==> config.mk <==
export PLATFORM = sky130hd
export DESIGN_NAME = qsc_edge_setup
export DESIGN_NICKNAME = d
export VERILOG_FILES = /design/src/design/qsc_pkg.sv /design/src/design/qsc_edge_setup.sv
export SDC_FILE = /design/constraint.sdc
export NUM_CORES = 1
export LEC_CHECK = 0
export ABC_CLOCK_PERIOD_IN_PS = 2400
export BUFFER_PORTS_ARGS = -buffer_cell sky130_fd_sc_hd__buf_4
export CAP_MARGIN = 5
export CORE_MARGIN = 8
export CORE_UTILIZATION = 30
export CTS_BUF_LIST = sky130_fd_sc_hd__clkbuf_8 sky130_fd_sc_hd__clkbuf_16
export DETAILED_ROUTE_END_ITERATION = 8
export PLACE_DENSITY = 0.63
export SKIP_CTS_REPAIR_TIMING = 1
export SYNTH_ARGS = -nofsm -noshare
export SYNTH_HDL_FRONTEND = slang
export SYNTH_SLANG_ARGS = --single-unit
==> constraint.sdc <==
create_clock -name clk -period 2.4 [get_ports clk]
set_input_delay 0 -clock clk [delete_from_list [all_inputs] [get_ports clk]]
set_output_delay 0 -clock clk [all_outputs]
set_load 0.005 [all_outputs]
==> src/design/qsc_pkg.sv <==
// qsc_pkg: shared constants, sample offset tables and pipeline control type
// for the quad sample coverage block. No dependencies.

package qsc_pkg;

	localparam int COORD_WIDTH = 24;
	localparam int FRAC_BITS   = 8;

	localparam int NUM_CORNERS  = 4;
	localparam int NUM_EDGES    = 5;
	localparam int NUM_SAMPLES  = 8;
	localparam int NUM_SAMPLES4 = 4;

	// sample pattern select
	localparam logic MODE_4X = 1'b0;
	localparam logic MODE_8X = 1'b1;

	// edges: E01, E12, E20 close triangle (c0,c1,c2); the reverse of E20,
	// E23 and E30 close triangle (c0,c2,c3)
	localparam int E01 = 0;
	localparam int E12 = 1;
	localparam int E20 = 2;
	localparam int E23 = 3;
	localparam int E30 = 4;

	localparam int EDGE_A [NUM_EDGES] = '{0, 1, 2, 2, 3};
	localparam int EDGE_B [NUM_EDGES] = '{1, 2, 0, 3, 0};

	// sample offsets in hundredths of a pixel
	localparam int OFFS4_X [NUM_SAMPLES4] = '{24, 74, 26, 76};
	localparam int OFFS4_Y [NUM_SAMPLES4] = '{26, 24, 76, 74};
	localparam int OFFS8_X [NUM_SAMPLES]  = '{20, 55, 90, 10, 40, 60, 35, 66};
	localparam int OFFS8_Y [NUM_SAMPLES]  = '{20, 10, 30, 70, 40, 55, 90, 81};

	// hundredths to fixed point, rounded to nearest, ties up
	function automatic int frac_off(input int hundredths, input int frac);
		return ((hundredths << frac) + 50) / 100;
	endfunction

	typedef struct packed {
		logic ld_s1;
		logic ld_s2;
		logic ld_s3;
		logic ld_s4;
	} pipe_ctl_t;

endpackage

==> src/design/qsc_edge_setup.sv <==
// qsc_edge_setup: stage 1, per-edge coordinate differences for the pixel.
// Depends on qsc_pkg.

module qsc_edge_setup #(
	parameter int COORD_WIDTH = qsc_pkg::COORD_WIDTH,
	localparam int DW = COORD_WIDTH + 1
) (
	input  logic                          clk,
	input  qsc_pkg::pipe_ctl_t            ctl,
	input  logic                          mode,
	input  logic signed [COORD_WIDTH-1:0] px,
	input  logic signed [COORD_WIDTH-1:0] py,
	input  logic signed [COORD_WIDTH-1:0] cx [qsc_pkg::NUM_CORNERS],
	input  logic signed [COORD_WIDTH-1:0] cy [qsc_pkg::NUM_CORNERS],
	output logic                          mode_s1,
	output logic signed [DW-1:0]          dpx_s1 [qsc_pkg::NUM_EDGES],
	output logic signed [DW-1:0]          dpy_s1 [qsc_pkg::NUM_EDGES],
	output logic signed [DW-1:0]          dx_s1  [qsc_pkg::NUM_EDGES],
	output logic signed [DW-1:0]          dy_s1  [qsc_pkg::NUM_EDGES]
);

	always_ff @(posedge clk) begin
		if (ctl.ld_s1) begin
			mode_s1 <= mode;
		end
	end

	for (genvar e = 0; e < qsc_pkg::NUM_EDGES; e++) begin : g_edge
		localparam int A = qsc_pkg::EDGE_A[e];
		localparam int B = qsc_pkg::EDGE_B[e];
		always_ff @(posedge clk) begin
			if (ctl.ld_s1) begin
				dpx_s1[e] <= DW'(px) - DW'(cx[B]);
				dpy_s1[e] <= DW'(py) - DW'(cy[B]);
				dx_s1[e]  <= DW'(cx[A]) - DW'(cx[B]);
				dy_s1[e]  <= DW'(cy[A]) - DW'(cy[B]);
			end
		end
	end

endmodule

Word level (Yosys, flattened, before mapping)
Cells that the tools add are included.

Output and inout bits: 501. Register bits: 451. Logic and storage cells: 37. Input port bits: 246.

$add $sub $neg: 18.

Operators with widths (number): $sub A24 B24 Y25 (18).

Longest topological paths before layout
Depth in word-level cells: 1. Depth in mapped cells: 11. Depth with buffers taken out: 11.

Worst setup path before layout
OpenSTA, ideal clock, no wires.

Path kind: input to register. Start point: in px[0]. End point: reg dpx_s1[99] (netlist bit) (data pin). Arrival time: 2.161 ns. Path slack: -0.032 ns. Library setup time: 0.271 ns. Cell stages on the path: 11. Buffers on the path: 0. Required time: 2.129 ns. Cell sequence: inv_1 -> ha_1 -> fa_1 -> nor2b_1 -> o2111ai_1 -> and3_1 -> or2_2 -> o211ai_1 -> a41o_1 -> a21o_1 -> o221ai_1.

Cells in the longest elaborated chain, start to end: 1.

Ends and longest elaborated chain: start, declared (RTL line qsc_edge_setup.sv:11) `input logic signed [COORD_WIDTH-1:0] px,`; $sub A24 B24 Y25 (RTL line qsc_edge_setup.sv:33) `dpx_s1[e] <= DW'(px) - DW'(cx[B]);`; end signal, assigned by index (RTL line qsc_edge_setup.sv:33); end, declared (RTL line qsc_edge_setup.sv:16) `output logic signed [DW-1:0] dpx_s1 [qsc_pkg::NUM_EDGES],`.

Every way passes these cells. A chain may end at the register's enable or synchronous reset.

Final worst setup path
Start point: in py[15]. End point: reg dpy_s1[124] (netlist bit) (data pin).

Cells in the longest elaborated chain, start to end: 1.

Ends and longest elaborated chain: start, declared (RTL line qsc_edge_setup.sv:12) `input logic signed [COORD_WIDTH-1:0] py,`; $sub A24 B24 Y25 (RTL line qsc_edge_setup.sv:34) `dpy_s1[e] <= DW'(py) - DW'(cy[B]);`; end signal, assigned by index (RTL line qsc_edge_setup.sv:34); end, declared (RTL line qsc_edge_setup.sv:17) `output logic signed [DW-1:0] dpy_s1 [qsc_pkg::NUM_EDGES],`.

Every way passes these cells.

==> flow_summary.json <==
{
  "status": "finished, violations left",
  "violations": "negative hold slack",
  "dr_total_vias": 34797,
  "cts_tree": "built",
  "crit_start": "py[15]",
  "drt_first_pass_iters": 5,
  "syn_nets": 4297,
  "hold_viol_final": 2,
  "layout-area-overhead-vs-synth_pct": 47.4,
  "synth_async_sr_flop_share": 0,
  "drt-vias-per-instance": 5.08,
  "holdPathEnd": "dy_s1[10]$_DFFE_PP_",
  "path_class": "input pin to register",
  "hold_path_class": "input pin to register",
  "gr-total-overflow": 0,
  "dpl_worst_slack_ns": -0.758,
  "end_kind": "register",
  "avgSynthCellArea_sq_um": 9.81,
  "ioPinCount": 747,
  "crit_chain": "dlygate4sd3_1, buf_4, ha_1, nand3_1, or2_2, a211oi_1, nor2_1, o31ai_2, a2111oi_0, a211o_1",
  "maxCapViolCount": 0,
  "worstPathRequired_ns": 2.81,
  "hp-start": "cy[9]",
  "wl_per_cell_um": 22.8,
  "place.gp.congestion": 0.996,
  "power_mw": 32.6,
  "max-vdd-ir-drop_uv": 532,
  "cpPeakStageDelay_ns": 0.58,
  "setup_violations": 0,
  "drcViolationCount": 0,
  "initial_core_util": 0.301,
  "holdPathStages": 4,
  "die_y_um": 359,
  "antenna_found_initial": 20,
  "yosys_register_bits": 451,
  "fp.dieW_um": 359,
  "core_sq_um": 117000,
  "arrival_ns": 2.81,
  "ys.flop_type": "edfxtp_1",
  "clk_path_buf_depth": 3,
  "max_slew_margin": 0.532,
  "grt_pass1_wl_um": 221000,
  "setup_ws_ns": 0.00233,
  "cts.sinks": 451,
  "post-route-period-util": 0.999,
  "port_buffers": 743,
  "utilization": 0.443,
  "cpMaxStageDelayCell": "dlygate4sd3_1",
  "row_count": 126,
  "final_max_slew_viol_count": 0,
  "period_needed_ns": 2.40,
  "dpl.hpwl_um": 132000,
  "grt_max_degree": 75,
  "synth_edf_count": 451,
  "wirelength_um": 156000,
  "ant_nets": 0,
  "drive_gt1_frac": 0.305,
  "cp_max_fo": 4,
  "synth_area_sq_um": 35300,
  "track_usage": 0.226,
  "ys_seq_area_frac": 0.383,
  "h-tree-depth": 2,
  "holdWs_ns": -0.0401,
  "drt_iter0_markers": 2218,
  "grt_pass1_vias": 34722,
  "synthCells": 3601,
  "num-nets-final": 5956,
  "worst_setup_path_start_kind": "input pin",
  "timing.setup.tns_ns": 0,
  "multi_input_area_sq_um": 20100,
  "tightest_slew_ns": 0.700,
  "fmax_ghz": 0.417,
  "leakagePower_nw": 24.4,
  "cts-root-buf": "clkbuf_16",
  "nFillCells": 11230,
  "p_per_area_nw_per_um2": 625,
  "cts_buffers": 55,
  "clk_pin_slew_ns": 0.06,
  "synth_cell_types": 70,
  "ys_warn_count": 0,
  "final-seq-area_sq_um": 13500,
  "die-area_sq_um": 129000
}
==> power by group <==
part           switching (mW)  leakage [nW]  internal [mW]
combinational            6.07          19.0           6.18
clock                    3.76         0.986           5.38
sequential              0.765          4.41           10.4
total                    10.6          24.4           22.0
==> registers in the layout, indices dropped and copies added, names as in the netlist <==
| signal | cells |
|---|---|
| dpx_s1 | 100 |
| dy_s1 | 125 |
| dpy_s1 | 100 |
| dx_s1 | 125 |
| mode_s1 | 1 |
==> cells in the mapped netlist (8+ instances only) <==
library cell	n	area, sq um
a2111oi_0	22	193
a211o_1	13	114
a211oi_1	16	120
a21boi_0	24	180
a21o_1	148	1110
a21oi_1	315	1580
a221oi_1	12	105
a31oi_1	57	357
and2_1	24	150
and3_1	38	238
buf_4	50	375
clkbuf_1	37	139
edfxtp_1	451	13500
fa_1	18	360
ha_1	432	5410
inv_1	325	1220
nand2_1	193	724
nand2b_1	55	344
nand3_1	74	370
nand3b_1	9	67.6
nand4_1	29	181
nor2_1	224	841
nor2b_1	87	544
nor3_1	68	340
nor3b_1	13	97.6
nor4_1	8	50.1
o2111ai_1	9	78.8
o211ai_1	18	135
o21a_1	85	638
o21ai_0	183	916
o21bai_1	30	225
o221ai_1	9	78.8
o22ai_1	15	93.8
o311ai_0	11	96.3
o31a_1	19	166
o31ai_1	23	173
or2_2	17	106
or3_1	18	113
xnor2_1	247	2160
xor2_1	89	780
==> area by class of cell <==
| cell class | count | share of cell area |
|---|---|---|
| diodes | 13 | 0.000625 |
| multi-input cells | 2737 | 0.386 |
| flip-flops and latches | 451 | 0.260 |
| repair buffers | 1690 | 0.256 |
| clock inverters | 47 | 0.0108 |
| clock buffers | 55 | 0.0264 |
| well taps | 1536 | 0.0369 |
| inverters | 325 | 0.0234 |
==> worst max-delay path, delay by kind of cell <==
family,cells,cell delay (ns)
AOI/OAI and AO/OA,4,1.05
buffers and inverters,2,0.77
and+or+nand+nor,3,0.67
adders and majority gates,1,0.31
==> logic make-up (layout without fill, tap and decap cells) <==
kind of cell,after synthesis,in the layout,share of synthesized area
AOI/OAI and AO/OA,1066,1066,0.196
and+or+nand+nor,878,878,0.123
DFF,451,451,0.383
adders and majority gates,450,450,0.163
buffers and inverters,413,2117,0.0492
xor gates and xnor gates,336,336,0.0833
muxes,7,7,0.00198
other,0,13,0
==> stage by stage <==
step | instance area, sq um | std cells | hold WS, ns
4_1_cts | 50000 | 6643 | -0.516
3_5_place_dp | 48100 | 6541 | 0.181
2_1_floorplan | 35300 | 3601 | 0.0989
5_1_grt | 52100 | 6852 | -0.0101
3_3_place_gp | 48100 | 6541 | 0.178
6_report | 52100 | 6854 | -0.0401
==> routing by layer <==
metal / share of wire / track usage
met5: 0.00035 / 0
met4: 0.030 / 0.0623
met3: 0.067 / 0.0451
met2: 0.51 / 0.421
met1: 0.39 / 0.262
==> layout by cell type (no fill, tap or decap), drive strengths merged, types with 74 or more instances in the layout <==
| master | netlist | routed |
|---|---|---|
| o21a | 85 | 85 |
| dlygate4sd3 | 0 | 197 |
| nand2 | 193 | 193 |
| inv | 325 | 339 |
| nor2 | 224 | 224 |
| xnor2 | 247 | 247 |
| xor2 | 89 | 89 |
| buf | 51 | 1493 |
| o21ai | 191 | 191 |
| ha | 432 | 432 |
| nand3 | 74 | 74 |
| edfxtp | 451 | 451 |
| a21oi | 315 | 315 |
| nor2b | 87 | 87 |
| a21o | 148 | 148 |
==> how the worst max path moves through the flow <==
stage	endpoint
2_1_floorplan	dpx_s1[99]$_DFFE_PP_
3_3_place_gp	dpy_s1[93]$_DFFE_PP_
3_5_place_dp	dpy_s1[93]$_DFFE_PP_
4_1_cts	dpy_s1[93]$_DFFE_PP_
5_1_grt	dx_s1[21]$_DFFE_PP_
6_report	dpy_s1[124]$_DFFE_PP_
No activity file was read; power rests on OpenSTA's default activity.
